**config.mk**
```make
export PLATFORM = sky130hd
export DESIGN_NAME = ffsa_ctrl
export DESIGN_NICKNAME = d
export VERILOG_FILES = /design/src/sv/ffsa_pkg.sv /design/src/sv/ffsa_ctrl.sv
export SDC_FILE = /design/constraint.sdc
export NUM_CORES = 1
export LEC_CHECK = 0
export BUFFER_PORTS_ARGS = -buffer_cell sky130_fd_sc_hd__buf_2
export CAP_MARGIN = 25
export CORE_ASPECT_RATIO = 1.2
export CORE_MARGIN = 3
export CORE_UTILIZATION = 46
export DETAILED_ROUTE_END_ITERATION = 12
export PLACE_DENSITY = 0.73
export RECOVER_POWER = 25
export SETUP_SLACK_MARGIN = 0.15
export SLEW_MARGIN = 30
export SYNTH_ARGS = -nofsm -noshare
export SYNTH_HDL_FRONTEND = slang
export SYNTH_SLANG_ARGS = --single-unit
```
**constraint.sdc**
```tcl
create_clock -name i_clk -period 10.9 [get_ports i_clk]
set_input_delay 0 -clock i_clk [delete_from_list [all_inputs] [get_ports i_clk]]
set_output_delay 0 -clock i_clk [all_outputs]
set_load 0.02 [all_outputs]
```
**src/sv/ffsa_pkg.sv**
```systemverilog
package ffsa_pkg;
    localparam int MaxSegments = 64;
    localparam int IdxW = $clog2(MaxSegments);
    localparam int CntW = $clog2(MaxSegments + 1);
    localparam logic [31:0] HeaderBytes = 32'd12;
    localparam logic [31:0] SplitSlack = 32'd16;
    localparam logic [31:0] ResetBase = 32'd1048576;
    localparam logic [31:0] ResetSize = 32'd1048576;

    localparam logic [1:0] StOk = 2'd0;
    localparam logic [1:0] StNoFit = 2'd1;
    localparam logic [1:0] StBadAddr = 2'd2;

    localparam logic KindAlloc = 1'b0;
    localparam logic KindFree = 1'b1;

    localparam logic CfgBase = 1'b0;
    localparam logic CfgSize = 1'b1;

    typedef enum logic [2:0] {
        T_OP_NONE,
        T_OP_READ,
        T_OP_ALLOC,
        T_OP_SHIFT_UP,
        T_OP_SPLIT,
        T_OP_FREE,
        T_OP_MERGE_RD,
        T_OP_MERGE_SH
    } t_op;

    typedef struct packed {
        t_op            op;
        logic [IdxW-1:0] idx;
        logic [31:0]    req;
        logic           rebuild;
    } t_cmd;

    typedef struct packed {
        logic           rd_free;
        logic [31:0]    rd_start;
        logic [31:0]    rd_size;
        logic [CntW-1:0] count;
        logic [31:0]    used;
    } t_stat;
endpackage

```
**src/sv/ffsa_ctrl.sv**
```systemverilog
module ffsa_ctrl import ffsa_pkg::*; (
    input  logic        i_clk,
    input  logic        i_rst_n,
    input  logic        i_in_valid,
    output logic        o_in_ready,
    input  logic        i_kind,
    input  logic [31:0] i_req_size,
    input  logic [31:0] i_address,
    input  logic        i_rebuild,
    input  logic [31:0] i_heap_size,
    input  t_stat       i_stat,
    output t_cmd        o_cmd,
    output logic        o_out_valid,
    input  logic        i_out_ready,
    output logic [1:0]  o_status,
    output logic [31:0] o_result_address,
    output logic [31:0] o_used_bytes,
    output logic [31:0] o_free_bytes
);
    typedef enum logic [3:0] {
        S_IDLE, S_SCAN, S_CHECK, S_SHIFT, S_SPLIT, S_MSTART, S_MCHK,
        S_MSH, S_REPORT, S_OUT
    } t_state;

    t_state          r_state;
    logic            r_kind;
    logic [31:0]     r_req, r_addr;
    logic [CntW-1:0] r_i;
    logic [IdxW-1:0] r_hit, r_sh;
    logic            r_split;
    logic [1:0]      r_status;
    logic [31:0]     r_res;
    logic            r_prev_free;
    logic            r_out_valid;
    logic [1:0]      r_out_status;
    logic [31:0]     r_out_res, r_out_used, r_out_free;

    logic [32:0] limit;
    logic        fit, match, last;

    assign limit = {1'b0, r_req} + 33'(HeaderBytes) + 33'(SplitSlack);
    assign fit = i_stat.rd_free && (i_stat.rd_size >= r_req);
    assign match = !i_stat.rd_free && (i_stat.rd_start + HeaderBytes == r_addr);
    assign last = (r_i + 1'b1 >= i_stat.count);

    always_comb begin
        o_cmd.op = T_OP_NONE;
        o_cmd.idx = r_i[IdxW-1:0];
        o_cmd.req = r_req;
        o_cmd.rebuild = i_rebuild;
        unique case (r_state)
            S_SCAN:  o_cmd.op = T_OP_READ;
            S_CHECK: begin
                if (r_kind == KindAlloc && fit) begin
                    if ({1'b0, i_stat.rd_size} > limit
                        && i_stat.count != CntW'(MaxSegments)) begin
                        o_cmd.op = T_OP_READ;
                    end else begin
                        o_cmd.op = T_OP_ALLOC;
                        o_cmd.req = i_stat.rd_size;
                    end
                end else if (r_kind == KindFree && match) begin
                    o_cmd.op = T_OP_FREE;
                end else if (!last) begin
                    o_cmd.op = T_OP_READ;
                    o_cmd.idx = r_i[IdxW-1:0] + 1'b1;
                end
            end
            S_SHIFT: begin
                o_cmd.idx = r_sh;
                o_cmd.op = (r_sh == r_hit) ? T_OP_SPLIT : T_OP_SHIFT_UP;
            end
            S_SPLIT: begin
                o_cmd.idx = r_hit;
                o_cmd.op = T_OP_ALLOC;
            end
            S_MSTART: o_cmd.op = T_OP_READ;
            S_MCHK: begin
                if (r_prev_free && i_stat.rd_free) o_cmd.op = T_OP_MERGE_RD;
                else o_cmd.op = T_OP_READ;
                if (!(r_prev_free && i_stat.rd_free)) o_cmd.idx = r_i[IdxW-1:0] + 1'b1;
            end
            S_MSH: begin
                o_cmd.idx = r_i[IdxW-1:0] + 1'b1;
                o_cmd.op = T_OP_MERGE_SH;
            end
            default: ;
        endcase
        if (o_cmd.op == T_OP_READ && r_state == S_CHECK && r_kind == KindAlloc && fit)
            o_cmd.idx = i_stat.count[IdxW-1:0] - 1'b1;
    end

    always_ff @(posedge i_clk) begin
        if (!i_rst_n) begin
            r_state <= S_IDLE;
            r_out_valid <= 1'b0;
        end else begin
            if (r_out_valid && i_out_ready && r_state != S_REPORT) r_out_valid <= 1'b0;
            unique case (r_state)
                S_IDLE: if (i_in_valid) begin
                    r_kind <= i_kind;
                    r_req <= i_req_size;
                    r_addr <= i_address;
                    r_i <= '0;
                    r_res <= 32'd0;
                    r_status <= StOk;
                    if (i_kind == KindFree && i_address == 32'd0) r_state <= S_REPORT;
                    else r_state <= S_SCAN;
                end
                S_SCAN: r_state <= S_CHECK;
                S_CHECK: begin
                    if (r_kind == KindAlloc && fit) begin
                        r_hit <= r_i[IdxW-1:0];
                        r_res <= i_stat.rd_start + HeaderBytes;
                        if ({1'b0, i_stat.rd_size} > limit
                            && i_stat.count != CntW'(MaxSegments)) begin
                            r_sh <= i_stat.count[IdxW-1:0] - 1'b1;
                            r_state <= S_SHIFT;
                        end else begin
                            r_state <= S_REPORT;
                        end
                    end else if (r_kind == KindFree && match) begin
                        r_i <= '0;
                        r_state <= S_MSTART;
                    end else if (last) begin
                        r_status <= (r_kind == KindAlloc) ? StNoFit : StBadAddr;
                        r_state <= S_REPORT;
                    end else begin
                        r_i <= r_i + 1'b1;
                    end
                end
                S_SHIFT: begin
                    if (r_sh == r_hit) r_state <= S_SPLIT;
                    else r_sh <= r_sh - 1'b1;
                end
                S_SPLIT: r_state <= S_REPORT;
                S_MSTART: begin
                    r_prev_free <= 1'b0;
                    r_state <= (i_stat.count <= CntW'(1)) ? S_REPORT : S_MCHK;
                end
                S_MCHK: begin
                    if (r_prev_free && i_stat.rd_free) begin
                        r_sh <= r_i[IdxW-1:0] + 1'b1;
                        if (r_i + 1'b1 >= i_stat.count) r_state <= S_REPORT;
                        else r_state <= S_MSH;
                    end else begin
                        r_prev_free <= i_stat.rd_free;
                        if (r_i + 1'b1 >= i_stat.count) r_state <= S_REPORT;
                        else r_i <= r_i + 1'b1;
                    end
                end
                S_MSH: begin
                    if (r_i + 1'b1 >= i_stat.count + 1'b1 - 1'b1) begin
                        r_i <= CntW'(0);
                        r_state <= S_MSTART;
                    end else begin
                        r_i <= r_i + 1'b1;
                    end
                end
                S_REPORT: if (!r_out_valid || i_out_ready) begin
                    r_out_valid <= 1'b1;
                    r_out_status <= r_status;
                    r_out_res <= r_res;
                    r_out_used <= i_stat.used;
                    r_out_free <= (i_heap_size >= i_stat.used) ?
                                  i_heap_size - i_stat.used : 32'd0;
                    r_state <= S_IDLE;
                end
                default: r_state <= S_IDLE;
            endcase
        end
    end

    assign o_in_ready = (r_state == S_IDLE);
    assign o_out_valid = r_out_valid;
    assign o_status = r_out_status;
    assign o_result_address = r_out_res;
    assign o_used_bytes = r_out_used;
    assign o_free_bytes = r_out_free;
endmodule

```
==> flow_metrics.tcl, run 1 <==
set metrics [dict create \
    placementRows 70 \
    fmax_mhz 186 \
    yosys-top-cells-area "edfxtp_1, ha_1, xnor2_1, nor2_1, a21oi_1" \
    vias 12700 \
    drtIter0Drc 1020 \
    overflow 0 \
    tritoncts "built" \
    fin_tns_setup_ns 0 \
    synth_top_area_cell "edfxtp_1" \
    crit_path_end_kind "output pin" \
    cp_data_required_time_ns 10.90 \
    maxCapViolations 0 \
    slew_headroom 0.372 \
    areaGrowthSynthToFinish_pct 29.8 \
    wl_per_cell_um 20.3 \
    place_ws_ns 6.14 \
    crit_chain "nand4_1 > or4_4 > nor4_1 > nor3b_1 > and2_1 > nand2_1 > xnor2_1 > ha_1 > nand4_1 > nor4_1 > nand3_1 > nand3_1 > a31o_1 > a21o_4 > nand3_4 > o21ai_0 > buf_2" \
    remaining_drc_errors 0 \
    holdPathStages 0 \
    io_buffers 345 \
    dpl.hpwl_um 34300 \
    antenna_found_initial 3 \
    synth_cell_types 80 \
    ys_warn_count 0 \
    worst_hold_slack_ns 0.0000435 \
    maxSlewViolCount 0 \
    clockBufferDepth 3 \
    slowest_stage "or4_4" \
    period_needed_ns 5.37 \
    reg2reg_from "r_req[7]" \
    firstDrtPassIters 6 \
    startpoint_type "flop" \
    cts.sinks 222 \
    clkSlewWorstSetupHoldPaths_ns 0.06 \
    setup_slack_ns 5.53 \
    p_leak_uw 0.00781 \
    worstHoldStart "i_rebuild" \
    arrival_ns 5.37 \
    ios 348 \
    rsz0062_at_grt "no" \
    via_per_inst 5.66 \
    synth_edf_count 217 \
    path_delay_family "simple AND/OR/NAND/NOR gates" \
    setup_viol_count_final 0 \
    synth.avg_cell_area_um2 10.6 \
    syn-num-nets 1678 \
    hold_viol 0 \
    cp_num_buf_inv 1 \
    core_area_um2 30700 \
    ctsResizeCount 0 \
    syn_area_um2 14500 \
    wl_um 45700 \
    initial_core_util 0.470 \
    gp_congestion 0.961 \
    vdd_drop_max_mv 0.140 \
    tightest_slew_ns 0.934 \
    ant_nets 0 \
    grt_usage 0.262 \
    dieArea_um2 33600 \
    htreeDepth 1 \
    nets 2152 \
    fin_crit_sh 0.493 \
    ys.flop_type "edfxtp_1" \
    clk_latency_ns 0.54 \
    fin_skew_ns 0.0101 \
    cpPeakStageDelay_ns 0.51 \
    power.density_nw_per_um2 157 \
    run_status "complete, no violations" \
    ys_async_sr_fraction 0 \
    synth_cells 1363 \
    min_to "o_cmd[0]" \
    synth-seq-area-share 0.457 \
    chipWidth_um 168 \
    crit_type "reg -> out" \
    drive_gt1_frac 0.216 \
    r2r_setup_slack_ns 5.55 \
    synth-seq-cells 222 \
    fp.dieH_um 200 \
    r2r_cells 15 \
    cts_root_buf "clkbuf_16" \
    hp-class "in -> out" \
    yosysTopAreaCellShare 0.451 \
    grt_max_degree 81 \
    cts_buffers 24 \
    grt_pass1_wl_um 70700 \
    reg2reg_to "r_state[3]" \
    cp_max_fo 36 \
    grt_pass1_vias 13100 \
]
==> per-layer routing <==
metal / routed length (µm) / up-vias / track usage
li1: - / 5993 / -
met1: 16600 / 5880 / 0.295
met2: 22800 / 704 / 0.470
met3: 3730 / 170 / 0.0515
met4: 2560 / 2 / 0.132
met5: 12 / - / 0
==> worst max path at each step <==
stage	slack [ns]	depth (start not counted)	endpoint	from
after global placement	6.13	17	o_cmd[10]	r_req[7]
after floorplan	2.11	3	o_free_bytes[0]	r_state[3]
after global routing	5.12	17	o_cmd[1]	r_req[7]
final	5.53	17	o_cmd[1]	r_req[7]
after detailed placement	6.14	14	r_state[3]	r_req[7]
after CTS	5.53	17	o_cmd[27]	r_req[7]
==> registers in the layout (all words and copies together) (netlist names) <==
register          flops
o_free_bytes         32
o_result_address     32
r_prev_free           1
r_kind                1
o_out_valid           1
o_used_bytes         32
r_status              2
r_addr               32
r_hit                 6
r_sh                  6
r_res                32
r_req                32
r_state               4
r_i                   7
o_status              2
==> per-stage QoR <==
stage	instances	total power, µW	utilization	cell area (µm²)
after global routing	2252	3090	0.611	18800
after detailed placement	2068	2010	0.540	16600
after CTS	2250	2950	0.613	18800
final	2252	2940	0.611	18800
after global placement	2067	1990	0.539	16600
after floorplan	1363	1720	-	14500
==> layout make-up <==
class                      instances  area [µm²]
sequential                       222        6620
clock buffer                      30         633
tap                              396         495
fill                            2526       12000
antenna                            2        5.00
multi-input combinational        992        7280
inverter                         103         387
clock inverter                    13         231
timing repair buffer             494        3130
==> logic make-up after synthesis <==
logic type,Yosys count,share of synthesized area
simple gates,446,0.161
compound gates,265,0.122
flops,222,0.457
buf+inv,149,0.0422
xor+xnor,131,0.0843
fa+ha+maj,109,0.0948
mux,41,0.0382
==> timing repair <==
item,4_1_cts,5_1_grt
setup buffers,0,0
hold buffers,139,0
endpoints found under the setup margin,0,0
hold endpoints to repair,144,0
==> cell usage after synthesis (5+ instances only) <==
cell / count
and3_1: 15
nand4_1: 36
and2_1: 8
mux2i_1: 5
nor2b_1: 9
xnor2_1: 85
a2111oi_0: 7
a211oi_1: 9
a221oi_1: 5
a31oi_1: 8
mux2_4: 26
o31ai_1: 6
nor3b_1: 7
and4_1: 7
inv_1: 103
o21ai_0: 47
ha_1: 108
edfxtp_1: 217
buf_2: 8
or3_1: 12
nand2_1: 82
clkbuf_1: 31
o21a_1: 10
nand2b_1: 12
nor4_2: 5
a22o_1: 5
nor2_1: 136
xor2_1: 41
o211ai_1: 8
o2111ai_1: 6
dfxtp_1: 5
nand3_1: 33
nor4_1: 18
nor3_1: 34
a21oi_1: 78
a21o_1: 33
or2_2: 10
mux2_2: 10
==> power breakdown <==
group / internal (µW) / total [µW] / switching, µW
clock: 556 / 897 / 341
combinational: 367 / 911 / 543
sequential: 1060 / 1140 / 74.5
==> cells in the final DEF (no fill, tap or decap), drive strengths merged, types with 41 or more instances in the layout <==
cell	count
clkbuf	99
nor2	136
xor2	41
edfxtp	217
o21ai	47
inv	104
a21oi	78
ha	108
xnor2	85
buf	286
dlygate4sd3	139
nand2	83
No activity file was read; power rests on OpenSTA's default activity.
==> run 2, diff against run 1 <==
- PLACE_DENSITY: 0.73 -> 0.76
- clock period: 10.9 -> 4.45 ns (I/O delays scaled with it)
==> run 2 against run 1 <==
Effect of this change: the flow now finishes with violations (setup timing); design area is 3.8% higher; utilization is 2.3 points higher; cell count is 1.8% higher; global-route usage is 0.088 points higher; clock skew is 0.00060 ns higher; non-clock buffer count is 35 higher; worst hold slack stayed put; combinational power grew to 2.7 times the previous value; critical path depth is 4 higher; sequential cell count stayed put; largest cell class unchanged.
==> flow_metrics.tcl, run 2 (synthesis results as in run 1) <==
set metrics [dict create \
    run_status "finished with violations" \
    violations "setup timing" \
    layout_commonest_cell "buf_2" \
    dp_cells 2084 \
    grt_usage 0.263 \
    core_area_um2 30700 \
    cp_data_required_time_ns 4.45 \
    p_total_uw 7350 \
    fin_skew_ns 0.0107 \
    dieArea_um2 33600 \
    wl_per_cell_um 20.8 \
    grt_pass1_vias 13300 \
    clk_latency_ns 0.55 \
    r2r_setup_slack_ns 0.07 \
    reg2reg_to "r_sh[2]" \
    via_per_inst 5.73 \
    period_needed_ns 4.71 \
    cts_root_buf "clkbuf_16" \
    holdPathStages 0 \
    design_area_um2 19500 \
    r2r_cells 20 \
    multi_input_area_um2 7450 \
    finalNonFillerCells 2293 \
    ant_nets 0 \
    areaGrowthSynthToFinish_pct 34.8 \
    wl_um 47800 \
    maxSlewViolCount 0 \
    firstDrtPassIters 6 \
    wl_met2_um 23700 \
    setup_slack_ns -0.263 \
    ios 348 \
    cp_max_fo 7 \
    initial_core_util 0.470 \
    chipWidth_um 168 \
    wl_met3_um 4060 \
    crit_type "reg -> out" \
    worstHoldStart "i_rebuild" \
    mostFrequentLayoutCells "buf_2, edfxtp_1, dlygate4sd3_1" \
    top_layer_used "met4" \
    slew_headroom 0.405 \
    htreeDepth 1 \
    clkSlewWorstSetupHoldPaths_ns 0.06 \
    grt_max_degree 66 \
    fillerInstances 2394 \
    arrival_ns 4.71 \
    register_area_um2 6620 \
    tightest_slew_ns 0.888 \
    overflow 0 \
    startpoint_type "flop" \
    tritoncts "built" \
    cts_buffers 26 \
    dpl.hpwl_um 34000 \
    m1WireLength_um 17200 \
    fp.dieH_um 200 \
    remaining_drc_errors 0 \
    vdd_drop_max_mv 0.389 \
    setup_viol_count_final 38 \
    power.density_nw_per_um2 377 \
    cts.sinks 222 \
    antenna_found_initial 2 \
    hp-class "in -> out" \
    place_ws_ns 0.0394 \
    placementRows 70 \
    vias 13200 \
    io_buffers 345 \
    rsz0062_at_grt "yes" \
    min_to "o_cmd[0]" \
    p_leak_uw 0.00813 \
    nets 2189 \
    clockBufferDepth 3 \
    reg2reg_from "r_req[2]" \
    gp_congestion 0.959 \
    hold_viol 0 \
    fin_crit_sh 1.06 \
    crit_path_end_kind "output pin" \
    dpl_cell_area_um2 16700 \
    drtIter0Drc 1283 \
    drive_gt1_frac 0.250 \
    fmax_mhz 212 \
    grt_pass1_wl_um 71200 \
    maxCapViolations 0 \
]
==> run 2: cell count changes in the layout (fill, tap and decap cells not counted), sizes merged <==
cell,delta
buf,+43
bufinv,-4
clkbuf,-7
clkinv,+5
clkinvlp,+4
diode,+1
dlygate4sd3,-1
==> run 2: metal layers <==
metal	GRT usage	up-vias
li1	-	6058
met1	0.300	6147
met2	0.465	770
met3	0.0450	175
met4	0.144	0
met5	0	-
==> run 2: final cells by class <==
cell class              count  share of cell area
diodes                      3            0.000385
flip-flops and latches    222               0.339
multi-input cells         992               0.382
clock buffers              30              0.0342
inverters                 103              0.0198
well taps                 396              0.0254
clock inverters            18             0.00867
repair buffers            529               0.190
==> run 2: worst max-delay path by stage <==
stage	end	startpoint	slack [ns]	cells past startpoint
global placement	o_cmd[37]	r_req[8]	0.11	18
CTS	o_cmd[38]	r_req[6]	-0.33	19
detailed placement	r_sh[3]	r_req[8]	0.04	16
finish	o_cmd[38]	r_req[2]	-0.26	21
global route	o_cmd[35]	r_req[8]	-0.52	18
floorplan	r_sh[0]	r_req[7]	0.20	16
==> run 2: critical path, stage by stage, from the launching register on <==
cell and delay (ns):
edfxtp_1 0.45, inv_1 0.09, ha_1 0.28, nand2b_4 0.13
nand2_1 0.06, or3_4 0.40, nor4_4 0.24, nand3_1 0.14
xnor2_1 0.16, ha_1 0.30, a21o_1 0.12, a21oi_2 0.06
o2111ai_2 0.18, nand3_1 0.10, a31o_1 0.20, a21o_4 0.21
nor4bb_2 0.28, buf_4 0.22, buf_6 0.12, a211oi_2 0.03
a22oi_1 0.19, buf_4 0.18
==> run 2: report_power, final <==
group / switching (µW) / internal [µW] / total, µW
clock: 897 / 1200 / 2100
combinational: 1430 / 1050 / 2480
sequential: 176 / 2600 / 2780
total: 2500 / 4850 / 7350
==> run 2: what timing repair did <==
item | CTS | global route
buffers inserted | 12 | 5
resized for setup | 32 | 95
hold buffers | 138 | 0
gates cloned | 3 | 0
endpoints found under the setup margin | 46 | 48
endpoints found under the hold margin | 143 | 0
pin swaps | 16 | 5
==> run 2: through the flow <==
stage,TNS (ns),hold WS (ns),utilization
CTS,-8.18,0.000137,0.625
detailed placement,0,0.000137,0.543
global route,-17.11,0.000120,0.634
finish,-6.41,0.0000435,0.634
floorplan,0,0.0989,-
global placement,0,0.000137,0.543
